<file path="src/rtl/core/dttn_pkg.sv">
// Shared types, constants and helpers for the decimal text to number block.
// No dependencies; imported by the controller, the datapath and the top level.
`timescale 1ns / 1ps

package dttn_pkg;

   // Fixed-point layout and fraction digit limit
   localparam int FRAC_BITS       = 16;
   localparam int MAX_FRAC_DIGITS = 9;
   localparam int STEP_W          = $clog2(FRAC_BITS);
   localparam int INT_W           = 32;
   localparam int FRAC_ACC_W      = 30;
   localparam int FRAC_CNT_W      = 4;
   localparam int VALUE_W         = 48;
   localparam int MAG_W           = 31 + FRAC_BITS;

   localparam logic [INT_W-1:0] INT_MAX_FIXED = 32'h7FFF_FFFF;

   // Format modes
   localparam logic [1:0] MODE_SIGNED   = 2'd0;
   localparam logic [1:0] MODE_UNSIGNED = 2'd1;

   // Character codes
   localparam logic [7:0] CHAR_MINUS = 8'h2D;
   localparam logic [7:0] CHAR_PLUS  = 8'h2B;
   localparam logic [7:0] CHAR_DOT   = 8'h2E;
   localparam logic [7:0] CHAR_COMMA = 8'h2C;
   localparam logic [7:0] CHAR_ZERO  = 8'h30;
   localparam logic [7:0] CHAR_NINE  = 8'h39;

   typedef struct packed {
      logic [7:0] character;
      logic       end_of_text;
   } req_item_type;

   typedef struct packed {
      logic signed [VALUE_W-1:0] value;
      logic                      integer_overflow;
      logic                      stopped_early;
   } rsp_item_type;

   // Controller to datapath commands
   typedef struct packed {
      logic take_char;
      logic start_div;
      logic div_step;
      logic finish_int;
      logic finish_fixed;
   } cmd_type;

   // Datapath to controller status
   typedef struct packed {
      logic fixed_mode;
   } status_type;

   // Divisor 10^k for k fraction digits, clamped at 10^9
   function automatic logic [FRAC_ACC_W-1:0] pow10(input logic [FRAC_CNT_W-1:0] k);
      logic [FRAC_ACC_W-1:0] p;
      unique case (k)
         4'd0:    p = 30'd1;
         4'd1:    p = 30'd10;
         4'd2:    p = 30'd100;
         4'd3:    p = 30'd1000;
         4'd4:    p = 30'd10000;
         4'd5:    p = 30'd100000;
         4'd6:    p = 30'd1000000;
         4'd7:    p = 30'd10000000;
         4'd8:    p = 30'd100000000;
         default: p = 30'd1000000000;
      endcase
      return p;
   endfunction

endpackage

</file>
<file path="src/rtl/core/dttn_ctrl.sv">
// Controller for the decimal text to number block: accepts characters,
// sequences the fraction divider and owns the result valid flag. Uses dttn_pkg.
`timescale 1ns / 1ps

module dttn_ctrl (
   input  logic                 clock,
   input  logic                 reset,
   input  logic                 req_valid,
   input  logic                 req_end_of_text,
   output logic                 req_ready,
   output logic                 rsp_valid,
   input  logic                 rsp_ready,
   input  dttn_pkg::status_type status,
   output dttn_pkg::cmd_type    cmd
);
   import dttn_pkg::*;

   typedef enum logic [1:0] {
      ST_IDLE,
      ST_DIVIDE,
      ST_FINISH
   } state_type;

   state_type         state_ff, state_in;
   logic [STEP_W-1:0] step_ff, step_in;
   logic              rsp_valid_ff, rsp_valid_in;
   logic              req_xfer;
   logic              last_step;

   // Take characters in idle; hold a terminator while a result is still waiting
   assign req_ready = (state_ff == ST_IDLE) && !(req_end_of_text && rsp_valid_ff);
   assign req_xfer  = req_valid && req_ready;
   assign last_step = (step_ff == STEP_W'(FRAC_BITS - 1));
   assign rsp_valid = rsp_valid_ff;

   // Decode commands
   always_comb begin
      cmd              = '0;
      cmd.take_char    = req_xfer && !req_end_of_text;
      cmd.start_div    = req_xfer && req_end_of_text && status.fixed_mode;
      cmd.finish_int   = req_xfer && req_end_of_text && !status.fixed_mode;
      cmd.div_step     = (state_ff == ST_DIVIDE);
      cmd.finish_fixed = (state_ff == ST_FINISH);
   end

   // Next state
   always_comb begin
      state_in     = state_ff;
      step_in      = step_ff;
      rsp_valid_in = rsp_valid_ff && !rsp_ready;
      unique case (state_ff)
         ST_IDLE: begin
            step_in = '0;
            if (cmd.start_div) begin
               state_in = ST_DIVIDE;
            end
            if (cmd.finish_int) begin
               rsp_valid_in = 1'b1;
            end
         end
         ST_DIVIDE: begin
            step_in = step_ff + 1'b1;
            if (last_step) begin
               state_in = ST_FINISH;
               step_in  = '0;
            end
         end
         ST_FINISH: begin
            state_in     = ST_IDLE;
            rsp_valid_in = 1'b1;
         end
         default: begin
            state_in = ST_IDLE;
         end
      endcase
   end

   // Hold state, step count and result valid
   always_ff @(posedge clock) begin
      if (reset) begin
         state_ff     <= ST_IDLE;
         step_ff      <= '0;
         rsp_valid_ff <= 1'b0;
      end else begin
         state_ff     <= state_in;
         step_ff      <= step_in;
         rsp_valid_ff <= rsp_valid_in;
      end
   end

`ifndef SYNTHESIS
   // A result loads only into an empty output register
   a_no_overwrite: assert property (@(posedge clock) disable iff (reset)
      (cmd.finish_int || cmd.finish_fixed) |-> !rsp_valid_ff)
      else $error("result loaded over a pending result");

   // The division runs exactly FRAC_BITS steps before the fixed result
   a_div_length: assert property (@(posedge clock) disable iff (reset)
      (state_ff == ST_FINISH) |-> $past(state_ff, FRAC_BITS + 1) == ST_IDLE)
      else $error("fraction division length wrong");

   // No input transfer while the divider is busy
   a_busy_stall: assert property (@(posedge clock) disable iff (reset)
      (state_ff != ST_IDLE) |-> !req_ready)
      else $error("input taken during division");

   // A new result follows a terminator or the end of a division
   a_valid_source: assert property (@(posedge clock) disable iff (reset)
      $rose(rsp_valid_ff) |-> $past(cmd.finish_int || cmd.finish_fixed))
      else $error("result valid without a source");
`endif

endmodule

</file>
<file path="src/rtl/core/dttn_datapath.sv">
// Datapath for the decimal text to number block: parse state, accumulators,
// restoring fraction divider and result register. Uses dttn_pkg.
`timescale 1ns / 1ps

module dttn_datapath (
   input  logic                   clock,
   input  logic                   reset,
   input  logic                   csr_write_enable,
   input  logic [1:0]             csr_write_data,
   input  dttn_pkg::req_item_type req_data,
   input  dttn_pkg::cmd_type      cmd,
   output dttn_pkg::status_type   status,
   output dttn_pkg::rsp_item_type rsp_data
);
   import dttn_pkg::*;

   logic [1:0]                 mode_ff;
   logic                       at_start_ff, at_start_in;
   logic                       negative_ff, negative_in;
   logic                       in_fraction_ff, in_fraction_in;
   logic                       halted_ff, halted_in;
   logic                       saturated_ff, saturated_in;
   logic [INT_W-1:0]           int_acc_ff, int_acc_in;
   logic [FRAC_ACC_W-1:0]      frac_acc_ff, frac_acc_in;
   logic [FRAC_CNT_W-1:0]      frac_cnt_ff, frac_cnt_in;
   logic [FRAC_ACC_W-1:0]      rem_ff, rem_in;
   logic [FRAC_ACC_W-1:0]      divisor_ff;
   logic [FRAC_BITS-1:0]       quot_ff, quot_in;
   rsp_item_type               rsp_ff, rsp_in;

   logic                       fixed;
   logic [7:0]                 c;
   logic                       is_digit;
   logic [3:0]                 digit;
   logic [INT_W+3:0]           int_next;
   logic [FRAC_ACC_W:0]        rem_dbl;
   logic                       rem_ge;
   logic                       int_over;
   logic [MAG_W-1:0]           mag;
   logic [VALUE_W-1:0]         mag_ext;
   logic [INT_W-1:0]           int_signed;

   assign fixed             = mode_ff[1];
   assign status.fixed_mode = fixed;
   assign c                 = req_data.character;
   assign is_digit          = (c >= CHAR_ZERO) && (c <= CHAR_NINE);
   assign digit             = 4'(c - CHAR_ZERO);
   assign int_next          = {int_acc_ff, 3'b000} + {2'b00, int_acc_ff, 1'b0}
                              + (INT_W+4)'(digit);

   // Divider step: shift and conditionally subtract
   assign rem_dbl = {rem_ff, 1'b0};
   assign rem_ge  = (rem_dbl >= {1'b0, divisor_ff});

   // Fixed result magnitude from the clamped integer part and the quotient
   assign int_over   = (int_acc_ff > INT_MAX_FIXED);
   assign mag        = {(int_over ? INT_MAX_FIXED[30:0] : int_acc_ff[30:0]), quot_ff};
   assign mag_ext    = VALUE_W'(mag);
   assign int_signed = negative_ff ? (INT_W'(0) - int_acc_ff) : int_acc_ff;

   // Parse one character
   always_comb begin
      at_start_in    = at_start_ff;
      negative_in    = negative_ff;
      in_fraction_in = in_fraction_ff;
      halted_in      = halted_ff;
      saturated_in   = saturated_ff;
      int_acc_in     = int_acc_ff;
      frac_acc_in    = frac_acc_ff;
      frac_cnt_in    = frac_cnt_ff;
      if (cmd.take_char && !halted_ff) begin
         at_start_in = 1'b0;
         priority if (at_start_ff && (c == CHAR_MINUS || c == CHAR_PLUS)) begin
            if (c == CHAR_MINUS && mode_ff != MODE_UNSIGNED) begin
               negative_in = 1'b1;
            end
         end else if (is_digit) begin
            priority if (fixed && in_fraction_ff) begin
               if (frac_cnt_ff < FRAC_CNT_W'(MAX_FRAC_DIGITS)) begin
                  frac_acc_in = FRAC_ACC_W'({frac_acc_ff, 3'b000}
                                + {frac_acc_ff, 1'b0} + (FRAC_ACC_W+3)'(digit));
                  frac_cnt_in = frac_cnt_ff + 1'b1;
               end
            end else if (fixed) begin
               if (int_next > (INT_W+4)'(INT_MAX_FIXED)) begin
                  int_acc_in   = INT_MAX_FIXED;
                  saturated_in = 1'b1;
               end else begin
                  int_acc_in = int_next[INT_W-1:0];
               end
            end else begin
               int_acc_in = int_next[INT_W-1:0];
            end
         end else if (fixed && (c == CHAR_DOT || c == CHAR_COMMA) && !in_fraction_ff) begin
            in_fraction_in = 1'b1;
         end else begin
            halted_in = 1'b1;
         end
      end
      // Clear the parse once a result is formed
      if (cmd.finish_int || cmd.finish_fixed) begin
         at_start_in    = 1'b1;
         negative_in    = 1'b0;
         in_fraction_in = 1'b0;
         halted_in      = 1'b0;
         saturated_in   = 1'b0;
         int_acc_in     = '0;
         frac_acc_in    = '0;
         frac_cnt_in    = '0;
      end
   end

   // Divider next values
   always_comb begin
      rem_in  = rem_ff;
      quot_in = quot_ff;
      priority if (cmd.start_div) begin
         rem_in  = frac_acc_ff;
         quot_in = '0;
      end else if (cmd.div_step) begin
         rem_in  = rem_ge ? FRAC_ACC_W'(rem_dbl - {1'b0, divisor_ff}) : rem_dbl[FRAC_ACC_W-1:0];
         quot_in = {quot_ff[FRAC_BITS-2:0], rem_ge};
      end else begin
         rem_in  = rem_ff;
      end
   end

   // Form the result
   always_comb begin
      rsp_in = rsp_ff;
      priority if (cmd.finish_fixed) begin
         rsp_in.value            = negative_ff ? (VALUE_W'(0) - mag_ext) : mag_ext;
         rsp_in.integer_overflow = saturated_ff || int_over;
         rsp_in.stopped_early    = halted_ff;
      end else if (cmd.finish_int) begin
         if (mode_ff == MODE_UNSIGNED) begin
            rsp_in.value = VALUE_W'(int_acc_ff);
         end else begin
            rsp_in.value = {{(VALUE_W-INT_W){int_signed[INT_W-1]}}, int_signed};
         end
         rsp_in.integer_overflow = 1'b0;
         rsp_in.stopped_early    = halted_ff;
      end else begin
         rsp_in = rsp_ff;
      end
   end

   // Hold control and accumulator state
   always_ff @(posedge clock) begin
      if (reset) begin
         mode_ff        <= MODE_SIGNED;
         at_start_ff    <= 1'b1;
         negative_ff    <= 1'b0;
         in_fraction_ff <= 1'b0;
         halted_ff      <= 1'b0;
         saturated_ff   <= 1'b0;
         int_acc_ff     <= '0;
         frac_acc_ff    <= '0;
         frac_cnt_ff    <= '0;
      end else begin
         if (csr_write_enable) begin
            mode_ff <= csr_write_data;
         end
         at_start_ff    <= at_start_in;
         negative_ff    <= negative_in;
         in_fraction_ff <= in_fraction_in;
         halted_ff      <= halted_in;
         saturated_ff   <= saturated_in;
         int_acc_ff     <= int_acc_in;
         frac_acc_ff    <= frac_acc_in;
         frac_cnt_ff    <= frac_cnt_in;
      end
   end

   // Divider and result payload
   always_ff @(posedge clock) begin
      rem_ff  <= rem_in;
      quot_ff <= quot_in;
      rsp_ff  <= rsp_in;
      if (cmd.start_div) begin
         divisor_ff <= pow10(frac_cnt_ff);
      end
   end

   assign rsp_data = rsp_ff;

endmodule

</file>
<file path="src/rtl/core/decimal_text_to_number.sv">
// Decimal text to number: one character per cycle while req_ready is high;
// the result comes on the end marker. Integer modes give it in the cycle after
// the terminator transfer; fixed mode first runs the restoring divider, one quotient
// bit per cycle, then a finish state. A terminator in fixed mode blocks input
// while the divider runs, and a terminator is held while a result still waits.
// Reset: synchronous, active high; clears the mode to signed integer and the parse.
`timescale 1ns / 1ps

module decimal_text_to_number (
   input  logic                   clock,
   input  logic                   reset,
   input  logic                   req_valid,
   output logic                   req_ready,
   input  dttn_pkg::req_item_type req_data,
   output logic                   rsp_valid,
   input  logic                   rsp_ready,
   output dttn_pkg::rsp_item_type rsp_data,
   input  logic                   csr_write_enable,
   input  logic [1:0]             csr_write_data
);
   import dttn_pkg::*;

   cmd_type    cmd;
   status_type status;

   // Sequence transfers and the divider
   dttn_ctrl u_ctrl (
      .clock           (clock),
      .reset           (reset),
      .req_valid       (req_valid),
      .req_end_of_text (req_data.end_of_text),
      .req_ready       (req_ready),
      .rsp_valid       (rsp_valid),
      .rsp_ready       (rsp_ready),
      .status          (status),
      .cmd             (cmd)
   );

   // Parse, divide and hold the result
   dttn_datapath u_datapath (
      .clock            (clock),
      .reset            (reset),
      .csr_write_enable (csr_write_enable),
      .csr_write_data   (csr_write_data),
      .req_data         (req_data),
      .cmd              (cmd),
      .status           (status),
      .rsp_data         (rsp_data)
   );

endmodule
</file>
<file path="config.mk">
export PLATFORM = sky130hd
export DESIGN_NAME = decimal_text_to_number
export DESIGN_NICKNAME = d
export VERILOG_FILES = /design/src/rtl/core/dttn_pkg.sv /design/src/rtl/core/dttn_ctrl.sv /design/src/rtl/core/dttn_datapath.sv /design/src/rtl/core/decimal_text_to_number.sv
export SDC_FILE = /design/constraint.sdc
export NUM_CORES = 1
export LEC_CHECK = 0
export ABC_AREA = 1
export BUFFER_PORTS_ARGS = -buffer_cell sky130_fd_sc_hd__buf_2
export CAP_MARGIN = 20
export CORE_MARGIN = 2
export CORE_UTILIZATION = 25
export CTS_BUF_LIST = sky130_fd_sc_hd__clkbuf_8
export CTS_CLUSTER_DIAMETER = 50
export DETAILED_ROUTE_END_ITERATION = 10
export GPL_ROUTABILITY_DRIVEN = 0
export HOLD_SLACK_MARGIN = 0.03
export PLACE_DENSITY_LB_ADDON = 0.2
export SYNTH_ARGS = -nofsm -noshare
export SYNTH_HDL_FRONTEND = slang
export SYNTH_HIERARCHICAL = 1
export SYNTH_SLANG_ARGS = --single-unit
</file>
<file path="constraint.sdc">
create_clock -name clock -period 5.9 [get_ports clock]
set_clock_uncertainty 0.1 [all_clocks]
set_input_delay 0 -clock clock [delete_from_list [all_inputs] [get_ports clock]]
set_output_delay 0 -clock clock [all_outputs]
set_load 0.02 [all_outputs]
</file>
### Yosys cells after proc, flatten, opt, wreduce, memory -nomap -nowiden

Memories as Yosys holds them, arrays and structs flattened. A register that Yosys moved wholly into a read port is not among the register bits.
Cells that the tools add are included.

| storage, ports and cells | value |
|---|---|
| memories | 1 |
| logic and storage cells | 104 |
| flip-flop bits (word level) | 176 |
| ROM bits | 480 |

| operators by class | value |
|---|---|
| equal/unequal tests | 11 |
| reduce and logical (&&, ||, !) cells | 37 |
| bitwise operators | 4 |
| order comparisons | 6 |
| $add $sub $neg | 10 |
| multiplexer cells | 18 |

Memory list:

| name | words | bits a word | read ports | clocked after memory_dff | wr ports | RTL line | text |
|---|---|---|---|---|---|---|---|
| (name not given) | 16 | 30 | 1 | 1 | 0 | dttn_pkg.sv:59 | `unique case (k)` |

Operators with widths:

| cell | count |
|---|---|
| $mux W50 | 2 |
| $mux W32 | 3 |
| $mux W48 | 2 |
| $mux W30 | 3 |
| $sub A1 B47 Y48 const A | 1 |
| $add A35 B33 Y36 | 1 |
| $add A36 B4 Y36 | 1 |
| $gt A36 B31 Y1 const B | 1 |
| $eq A8 B6 Y1 const B | 4 |
| $gt A32 B31 Y1 const B | 1 |
| $sub A1 B32 Y32 const A | 1 |
| $ge A31 B30 Y1 | 1 |
| $mux W31 | 1 |
| $add A30 B30 Y30 | 1 |
| $add A30 B4 Y30 | 1 |
| $sub A30 B30 Y30 | 1 |
| $logic_and A1 B1 Y1 | 15 |
| $reduce_and A4 Y1 | 3 |
| $add A4 B1 Y4 const B | 2 |
| $ge A8 B6 Y1 const B | 1 |
| $le A8 B6 Y1 const B | 1 |
| $pmux W4 S2 | 1 |
| $logic_not A1 Y1 | 6 |
| $reduce_and A6 Y1 | 1 |
| other kinds (20) | 31 |

### Longest topological paths before layout

Gate-level depths: netlist of run 1.

| depth | value |
|---|---|
| depth after elaboration | 8 |
| depth in mapped cells | 20 |

### By module

The synthesis of run 1 kept the hierarchy.

By module, submodules not included:

| module | cells an instance | instances | area an instance (um^2) |
|---|---|---|---|
| dttn_datapath | 2456 | 1 | 16958.8 |
| dttn_ctrl | 50 | 1 | 364.1 |

### Worst setup path after synthesis of run 1

OpenSTA, ideal clock, no wires.

| timing path | value |
|---|---|
| path kind | register -> register |
| start point | reg u_ctrl.state_ff[1] |
| end point | reg u_datapath.rem_ff[0], enable pin |
| path buffers | 2 |
| setup time | 0.406 ns |
| path slack | 2.545 ns |
| clock period less this slack | 3.355 ns |
| stages on the path, launching flop included | 7 |
| arrival time | 2.849 ns |
| cell sequence | dfxtp_1 -> nor2_2 -> nand4_2 -> nor2_2 -> or2_2 -> clkbuf_1 -> clkbuf_1 |

RTL lines:

| item | RTL line | text |
|---|---|---|
| start: declaration | dttn_ctrl.sv:24 | `state_type state_ff, state_in;` |
| start signal: assignment | dttn_ctrl.sv:85 | `state_ff <= state_in;` |
| end signal: assignment | dttn_datapath.sv:177 | `rem_ff <= rem_in;` |
| end: declaration | dttn_datapath.sv:26 | `logic [FRAC_ACC_W-1:0] rem_ff, rem_in;` |

### Worst setup path in the final report of run 1

| timing path | value |
|---|---|
| start point | reg u_datapath.int_acc_ff[0] |
| end point | reg u_datapath.int_acc_ff[27] |

| between the ends | value |
|---|---|
| cells in the longest elaborated chain, start to end | 5 |

RTL lines:

| item | RTL line | text |
|---|---|---|
| start: declaration | dttn_datapath.sv:23 | `logic [INT_W-1:0] int_acc_ff, int_acc_in;` |
| start signal: assignment | dttn_datapath.sv:169 | `int_acc_ff <= int_acc_in;` |
| $add A35 B33 Y36 (*) | dttn_datapath.sv:48 | `assign int_next = {int_acc_ff, 3'b000} + {2'b00, int_acc_ff, 1'b0}` |
| $add A36 B4 Y36 (*) | dttn_datapath.sv:49 | `+ (INT_W+4)'(digit);` |
| $gt A36 B31 Y1 | dttn_datapath.sv:85 | `if (int_next > (INT_W+4)'(INT_MAX_FIXED)) begin` |
| $mux W32 | dttn_datapath.sv:85 |  |
| $mux W32 (*) | dttn_datapath.sv:84 | `end else if (fixed) begin` |

Every way passes the cells marked *; elsewhere a longest branch is shown, timed or not.
A chain may end at the register's enable or synchronous reset.

==> results of run 1 <==
[cell usage in the layout, fill, tap and decap left out, types with 43 or more instances in the layout]
master,netlist,layout
a21oi_1,144,144
buf_2,18,67
dfxtp_1,96,95
edfxtp_1,103,103
ha_1,158,158
inv_1,323,323
nand2_1,578,578
nand3_1,106,106
nor2_1,315,312
nor3_1,43,43
o21ai_0,170,170
xor2_1,50,50
[worst paths after layout]
check	startpoint	cells past startpoint	endpoint
min reg2reg	u_datapath/halted_ff	0	u_datapath/rsp_data[0]
max reg2reg	u_datapath/int_acc_ff[0]	17	u_datapath/int_acc_ff[27]
min	reset	3	u_ctrl/step_ff[3]
max	u_datapath/int_acc_ff[0]	17	u_datapath/int_acc_ff[27]
[cell families after synthesis]
kind of cell | after synthesis | share of synthesized area, %
adder cells (fa/ha/maj) | 163 | 11.99
AND/OR/NAND/NOR | 1186 | 29.90
XOR/XNOR | 81 | 4.095
AO/OA/AOI/OAI | 475 | 15.79
buffers and inverters | 402 | 9.281
flip-flops | 199 | 28.95
[cell type report]
cell class	count	share of cell area, %
Tap cell	931	6.043
Inverter	335	6.523
Antenna cell	2	0.02596
Clock inverter	14	0.7594
Multi-Input combinational cell	1905	55.63
Clock buffer	18	1.285
Timing Repair Buffer	106	3.713
Sequential cell	199	26.02
[flip-flops by register name (all words and copies together) (netlist names), 2 cells and up]
name / cells
u_ctrl/state_ff: 2
u_datapath/rem_ff: 30
u_datapath/quot_ff: 16
u_ctrl/step_ff: 4
u_datapath/rsp_data: 50
u_datapath/divisor_ff: 23
u_datapath/int_acc_ff: 32
u_datapath/frac_cnt_ff: 4
u_datapath/mode_ff: 2
u_datapath/frac_acc_ff: 30
[repair_timing]
item,4_1_cts,5_1_grt
hold buffers,24,0
buffers inserted,0,0
resized for setup,0,0
hold endpoints to repair,39,0
endpoints found under the setup margin,0,0
[critical path: cells and delay by family (launching register included)]
kind,cells,cell delay [ns]
compound gates,1,0.15
buf+inv,2,0.22
simple gates,12,1.85
fa+ha+maj,2,1.01
flops,1,0.46
[power by group through the flow]
stage	registers, mW	logic (mW)	clock network (mW)
2_1_floorplan	1.58	0.552	0
3_3_place_gp	1.58	0.792	0
3_5_place_dp	1.58	0.792	0
4_1_cts	1.55	0.808	1.01
5_1_grt	1.55	0.905	1.05
6_report	1.55	0.817	0.954
[layer usage]
layer  share of wire, %  up-vias  global-route usage (%)
met2                 48      298                   28.92
met5                  0        -                       0
li1                   -     8402                       -
met3                3.4       74                   2.574
met1                 46     7931                   21.69
met4                2.4        0                   5.178
[Yosys cell counts (7+ instances only)]
master,number
a21oi_1,144
or2_2,7
nor3_1,43
nor2_2,18
edfxtp_1,103
buf_6,8
nor2_1,315
dfxtp_1,96
buf_2,18
inv_1,323
o21ai_1,25
inv_2,12
nand2_1,578
o22ai_1,21
o21ai_0,170
xor2_1,50
ha_1,158
o211ai_1,9
a21o_1,16
o31ai_1,8
nand2_2,17
nand3b_1,18
o21bai_1,15
a31oi_1,8
clkbuf_1,31
nand3_1,106
nand4_1,39
a21oi_2,33
nand3_2,11
a211oi_1,9
xnor2_1,31
[metrics by stage]
| stage | total power [mW] | area [um2] | hold slack (ns) |
|---|---|---|---|
| after detailed placement | 2.371 | 18590 | 0.2408 |
| final | 3.319 | 19280 | 0.1987 |
| after floorplan | 2.134 | 17320 | -0.03756 |
| after global placement | 2.371 | 18590 | 0.2421 |
| after CTS | 3.362 | 19230 | 0.1355 |
| after global routing | 3.510 | 19280 | 0.2154 |
==> metrics.md, run 1 <==
| Metric | Value |
|---|---|
| Run status | `finished, final reports clean` |
| Most used DFF post-synth | `edfxtp_1` |
| Die height | `267.2 um` |
| Layout filler cell count | `7654` |
| Initial Utilization | `25.26%` |
| Initial DRC count | `1184` |
| Via count | `16710` |
| Sw frac | `36.90%` |
| TritonCTS buffer count | `17` |
| Clock root cell | `clkbuf_8` |
| Critical path's largest stage delay | `0.78 ns` |
| WS Path Type | `reg2reg` |
| Minimum clock period | `3.933 ns` |
| Final hold violations | `0` |
| First-pass GRT wire length | `93340 um` |
| Max Slew Vio Count | `0` |
| Clk slew on worst S/H paths | `0.12 ns` |
| Clk sink count | `199` |
| PwrDens | `172.2 nW/um2` |
| Max-cap violations | `0` |
| Die area | `71410 um2` |
| Yosys cell types | `56` |
| Dominant cells by area after synthesis | `edfxtp_1, nand2_1, ha_1, dfxtp_1, inv_1` |
| Detail Placement HPWL | `46350 um` |
| Combinational share of power | `24.6%` |
| DR pass1 iterations | `5` |
| Worst EP required | `6.22 ns` |
| Crit-path cells | `inv_1 > fa_1 > fa_1 > inv_1 > nand3_1 > nand2_1 > nand2_1 > nand2_1 > nand2_1 > nand2_1 > nand2_1 > nand3_1 > nand2_1 > nor2_1 > nand3_2 > nand2_2 > a21oi_1` |
| Largest net degree at the start of global routing | `52` |
| Internal | `2.094 mW` |
| Footprint of the multi-input gates | `10720 um2` |
| Mean Syn Cell Area | `6.913 um2` |
| Final period util | `66.67%` |
| Vias in the first global route | `16640` |
| Share of layout cells above drive strength 1 | `9.236%` |
| CP most frequent cell | `nand2_1` |
| Sequential share of power | `46.6%` |
| FF+latch count, synth | `199` |
| Register area | `5016 um2` |
| Critical Path AT | `4.25 ns` |
| I/O Buffers | `67` |
| Least-Margin Pin Slew | `1.061 ns` |
| Final net count | `2743` |
| Syn_nets | `2685` |
| Cell type with the largest total area after synthesis | `edfxtp_1` |
| Pleak | `9.469 nW` |
| CP max stage cell | `nand2_2` |
| Gate count of the mapped netlist | `2506` |
| Post-layout util | `28.10%` |
| Slew margin rel. | `28.98%` |
| Worst hold path class | `in2reg` |
| Net Sw Power | `1.225 mW` |
| Fraction of registers with async set/reset | `0%` |
| DP Worst Slack | `1.952 ns` |
| Post-synth top area share | `17.85%` |
| Die width | `267.2 um` |
| Final WS setup | `1.967 ns` |
| Placeable Area | `68590 um2` |
| Grt total ovfl | `0` |
| Drt wl/cell | `17.03 um` |
| FF-to-FF setup slack | `1.97 ns` |
| CP max FO | `31` |
| Clk buf depth | `2` |
| Remaining DRCs | `0` |
| F_max | `254.2 MHz` |
| # placed instances | `3450` |
| Critical Path Start Type | `flop` |
| Synth warn | `6` |
| CTS tree | `built` |
| # setup viols final | `0` |
| Area growth from synthesis to layout | `11.27%` |
| Total negative slack | `0 ns` |
| ANT nets after route | `0` |
| Antenna violations before repair | `1` |
| Post-Synthesis Cell Area | `17320 um2` |
| # IOs | `68` |
| Via density | `4.759` |
| Critical path capture point type | `flop` |
| Worst-Skew Late Latency | `0.57 ns` |
| H-tree lvl count | `4` |
| Worst VDD drop | `0.1561 mV` |
| RSZ-0062 raised after global routing | `false` |
| Layout Cells excl Fill | `3510` |
| Number of synthesized flops with an enable pin | `103` |
| Total track usage | `16.87%` |
| Sequential-to-total area share from yosys stat | `28.95%` |
| Wirelength, routed | `59770 um` |
| Num rows | `96` |
| Clock power share | `28.7%` |
No activity file was read; power rests on OpenSTA's default activity.
==> run 2, diff against run 1 <==
--- a/config.mk
+++ b/config.mk
@@ -5,7 +5,7 @@
 export SDC_FILE = /design/constraint.sdc
 export NUM_CORES = 1
 export LEC_CHECK = 0
-export ABC_AREA = 1
+export ABC_AREA = 0
 export BUFFER_PORTS_ARGS = -buffer_cell sky130_fd_sc_hd__buf_2
 export CAP_MARGIN = 20
 export CORE_MARGIN = 2
==> constraint.sdc (replaced) <==
create_clock -name clock -period 3.49 [get_ports clock]
set_clock_uncertainty 0.1 [all_clocks]
set_input_delay 0 -clock clock [delete_from_list [all_inputs] [get_ports clock]]
set_output_delay 0 -clock clock [all_outputs]
set_load 0.02 [all_outputs]
==> run 2 against run 1 <==
Non-clock buffer count grew 143. Clock power grew 67%. Highest routed layer is now met5. Largest cell class unchanged. Critical endpoint is now u_datapath/int_acc_ff[28]. Largest power group unchanged. Global-route usage shrank 2.1 points. Critical path type unchanged. Routed wire length shrank 20%. Combinational power grew 15%. Design area shrank 3.0%. Worst hold slack lost 0.030 ns. Critical path depth shrank 3.
==> metrics.md, run 2 <==
| Metric | Value |
|---|---|
| Run status | `finished, final reports clean (unchanged)` |
| Initial Utilization | `25.19% (was 25.26%)` |
| TritonCTS buffer count | `17 (unchanged)` |
| CP Buf/Inv Count | `4 (was 2)` |
| # IOs | `68 (unchanged)` |
| WS Path Type | `reg2reg (unchanged)` |
| Register area | `5026 um2 (was 5016 um2)` |
| Placeable Area | `61480 um2 (was 68590 um2)` |
| H-tree lvl count | `4 (unchanged)` |
| Syn_nets | `2002 (was 2685)` |
| I/O Buffers | `67 (unchanged)` |
| Hold Crit Start | `req_data[4] (was reset)` |
| Worst R2R Path Depth | `14 (was 17)` |
| CP max FO | `8 (was 31)` |
| Critical Path Start Type | `flop (unchanged)` |
| Gate count of the mapped netlist | `1823 (was 2506)` |
| FF-to-FF Start | `u_datapath/int_acc_ff[5] (was u_datapath/int_acc_ff[0])` |
| Worst EP required | `3.81 ns (was 6.22 ns)` |
| Initial DRC count | `774 (was 1184)` |
| Critical Path AT | `3.77 ns (was 4.25 ns)` |
| Clk buf depth | `2 (unchanged)` |
| Post-layout util | `30.40% (was 28.10%)` |
| Least-Margin Pin Slew | `0.7904 ns (was 1.061 ns)` |
| Worst VDD drop | `0.2352 mV (was 0.1561 mV)` |
| Cell type with the largest total area after synthesis | `edfxtp_1 (unchanged)` |
| Most common cell after layout, fill and taps aside | `nor2_1 (was nand2_1)` |
| Pleak | `7.830 nW (was 9.469 nW)` |
| Largest net degree at the start of global routing | `84 (was 52)` |
| Yosys cell types | `78 (was 56)` |
| Num rows | `91 (was 96)` |
| Final period util | `98.97% (was 66.67%)` |
| Clock root cell | `clkbuf_8 (unchanged)` |
| Clk slew on worst S/H paths | `0.11 ns (was 0.12 ns)` |
| Worst-Skew Late Latency | `0.56 ns (was 0.57 ns)` |
| Mux contribution to synthesized area | `3.861% (was 0%)` |
| Power after layout | `5.263 mW (was 3.319 mW)` |
| Worst Hold End | `u_datapath/frac_acc_ff[3] (was u_ctrl/step_ff[3])` |
| FF+latch count, synth | `199 (unchanged)` |
| Wirelength, routed | `47560 um (was 59770 um)` |
| Largest family of logic cells by synthesized area | `compound AO/OA/AOI/OAI gates (was simple AND/OR/NAND/NOR gates)` |
| Critical path capture point type | `flop (unchanged)` |
| Minimum clock period | `3.454 ns (was 3.933 ns)` |
| Max reg flops | `50 (unchanged)` |
| Worst hold path class | `in2reg (unchanged)` |
| Post-synth top area share | `19.97% (was 17.85%)` |
| Via density | `4.953 (was 4.759)` |
| Dominant cells by area after synthesis | `edfxtp_1, ha_1, dfxtp_1, a21oi_1, nor2_1 (was edfxtp_1, nand2_1, ha_1, dfxtp_1, inv_1)` |
| Grt total ovfl | `0 (unchanged)` |
| Synth warn | `6 (unchanged)` |
| Final net count | `2164 (was 2743)` |
| Remaining DRCs | `0 (unchanged)` |
| Compound-Gate Fraction of Synth Area | `20.90% (was 15.79%)` |
| Share of layout cells above drive strength 1 | `18.72% (was 9.236%)` |
| Simple-Gate Fraction of Synth Area | `17.68% (was 29.90%)` |
| Sequential-to-total area share from yosys stat | `32.38% (was 28.95%)` |
| Layout filler cell count | `6519 (was 7654)` |
| Drt wl/cell | `17.05 um (was 17.03 um)` |
| Total track usage | `14.81% (was 16.87%)` |
| Final hold violations | `0 (unchanged)` |
| Most common cell in the synthesized netlist | `nor2_1 (was nand2_1)` |
| Area growth from synthesis to layout | `20.68% (was 11.27%)` |
| Die height | `252.9 um (was 267.2 um)` |
| Commonest cells post-synth | `nor2_1, a21oi_1, nand2_1, ha_1, o21ai_0 (was nand2_1, inv_1, nor2_1, o21ai_0, ha_1)` |
| F_max | `289.5 MHz (was 254.2 MHz)` |
| Mean Syn Cell Area | `8.496 um2 (was 6.913 um2)` |
| CP max stage cell | `or4_1 (was nand2_2)` |
| ANT nets after route | `0 (unchanged)` |
| Vias in the first global route | `13550 (was 16640)` |
| Die area | `63960 um2 (was 71410 um2)` |
| Slew margin rel. | `47.31% (was 28.98%)` |
| Detail Placement HPWL | `36100 um (was 46350 um)` |
| RSZ-0062 raised after global routing | `true (was false)` |
| Number of synthesized flops with an enable pin | `103 (unchanged)` |
| Clk sink count | `199 (unchanged)` |
| DP Worst Slack | `-0.2188 ns (was 1.952 ns)` |
| Via count | `13820 (was 16710)` |
| Post-Synthesis Cell Area | `15490 um2 (was 17320 um2)` |
| Worst reg2reg endpoint | `u_datapath/int_acc_ff[28] (was u_datapath/int_acc_ff[27])` |
| # setup viols final | `0 (unchanged)` |
| Synth Area in Adders | `13.41% (was 11.99%)` |
| CTS tree | `built (unchanged)` |
| Hold path depth | `5 (was 3)` |
| Most used DFF post-synth | `edfxtp_1 (unchanged)` |
| Fraction of registers with async set/reset | `0% (unchanged)` |
| Die width | `252.9 um (was 267.2 um)` |
| CP top delay family | `compound AO/OA/AOI/OAI gates (was simple AND/OR/NAND/NOR gates)` |
| Most frequent cells in the layout | `nor2_1, nand2_1, a21oi_1 (was nand2_1, inv_1, nor2_1)` |
| DR pass1 iterations | `5 (unchanged)` |
| Max-cap violations | `0 (unchanged)` |
| Max Slew Vio Count | `0 (unchanged)` |
| XOR/XNOR Fraction of Synth Area | `7.464% (was 4.095%)` |
| FF-to-FF setup slack | `0.04 ns (was 1.97 ns)` |
| Critical path's largest stage delay | `0.52 ns (was 0.78 ns)` |
| PwrDens | `281.6 nW/um2 (was 172.2 nW/um2)` |
| First-pass GRT wire length | `74550 um (was 93340 um)` |
| Crit-path cells | `ha_1 > ha_1 > o21ai_0 > or4_1 > o22a_4 > a21oi_2 > buf_4 > a32o_1 > nor2_2 > o41ai_4 > buf_4 > buf_12 > buf_12 > a31oi_1 (was inv_1 > fa_1 > fa_1 > inv_1 > nand3_1 > nand2_1 > nand2_1 > nand2_1 > nand2_1 > nand2_1 > nand2_1 > nand3_1 > nand2_1 > nor2_1 > nand3_2 > nand2_2 > a21oi_1)` |
| Final WS setup | `0.03605 ns (was 1.967 ns)` |
| Footprint of the multi-input gates | `10170 um2 (was 10720 um2)` |
| Antenna violations before repair | `2 (was 1)` |
## run 2: changes by cell type in the layout (fill, tap and decap cells not counted), sizes merged, moves of 17 or more
cell	change
buf	+142
nor2	-151
a21o	+17
o21ai	-74
inv	-279
nand2	-424
a31oi	+28
nand3	-87
xnor2	+41
mux2	+22
o21a	+17
mux2i	+35
## run 2: cells by family after synthesis
family,count (synthesis)
adder cells (fa/ha/maj),163
flip-flops,199
AND/OR/NAND/NOR,578
XOR/XNOR,132
multiplexers,57
AO/OA/AOI/OAI,525
buffers and inverters,169
## run 2: stage by stage
stage	hold slack (ns)	setup TNS [ns]	cells	instance area [um2]
final	0.1685	0	2789	18690
after global routing	0.2121	-2.555	2789	18690
after CTS	0.06860	0	2787	18420
after detailed placement	0.1547	-5.523	2727	17630
after global placement	0.1323	-5.818	2727	17630
after floorplan	-0.02762	0	1823	15500
## run 2: how the worst max path moves through the flow
stage / cells after the start / startpoint / to
floorplan: 14 / u_datapath/int_acc_ff[2] / u_datapath/int_acc_ff[21]
global placement: 15 / u_datapath/int_acc_ff[0] / u_datapath/int_acc_ff[4]
detailed placement: 15 / u_datapath/int_acc_ff[0] / u_datapath/int_acc_ff[8]
CTS: 14 / u_datapath/int_acc_ff[27] / u_datapath/int_acc_ff[8]
global route: 14 / u_datapath/int_acc_ff[8] / u_datapath/int_acc_ff[4]
finish: 14 / u_datapath/int_acc_ff[5] / u_datapath/int_acc_ff[28]
## run 2: report_power, final
group	total [mW]	internal (mW)	switching (mW)
Clock	1.59	0.643	0.944
Combinational	0.942	0.408	0.534
Sequential	2.73	2.59	0.142
Total	5.26	3.64	1.62
## run 2: area by class of cell
| type | count | area share [%] |
|---|---|---|
| clock inverters | 14 | 0.8501 |
| flip-flops and latches | 199 | 26.89 |
| clock buffers | 18 | 1.325 |
| multi-input cells | 1455 | 54.40 |
| diodes | 1 | 0.01339 |
| inverters | 63 | 1.265 |
| well taps | 790 | 5.288 |
| repair buffers | 249 | 9.967 |
## run 2: per-layer routing
layer / up-vias / track usage (%) / wire length (um)
li1: 6974 / - / -
met2: 231 / 24.84 / 22420
met3: 52 / 2.426 / 1547
met4: 2 / 5.072 / 1152
met1: 6556 / 19.21 / 22420
met5: - / 0 / 13
## run 2: timing repair
| action | CTS | global route |
|---|---|---|
| hold buffers | 24 | 0 |
| cloned | 1 | 0 |
| setup buffers | 3 | 1 |
| pin swaps | 14 | 12 |
| gates resized for setup | 19 | 58 |
| hold endpoints to repair | 37 | 0 |
| setup endpoints to repair | 32 | 59 |
## run 2: worst register-to-register path, delay by kind of cell, from the launching register on
kind / cells / cell delay [ns]
flops: 1 / 0.43
fa+ha+maj: 2 / 0.60
buf+inv: 4 / 0.62
simple gates: 2 / 0.58
compound gates: 6 / 0.99
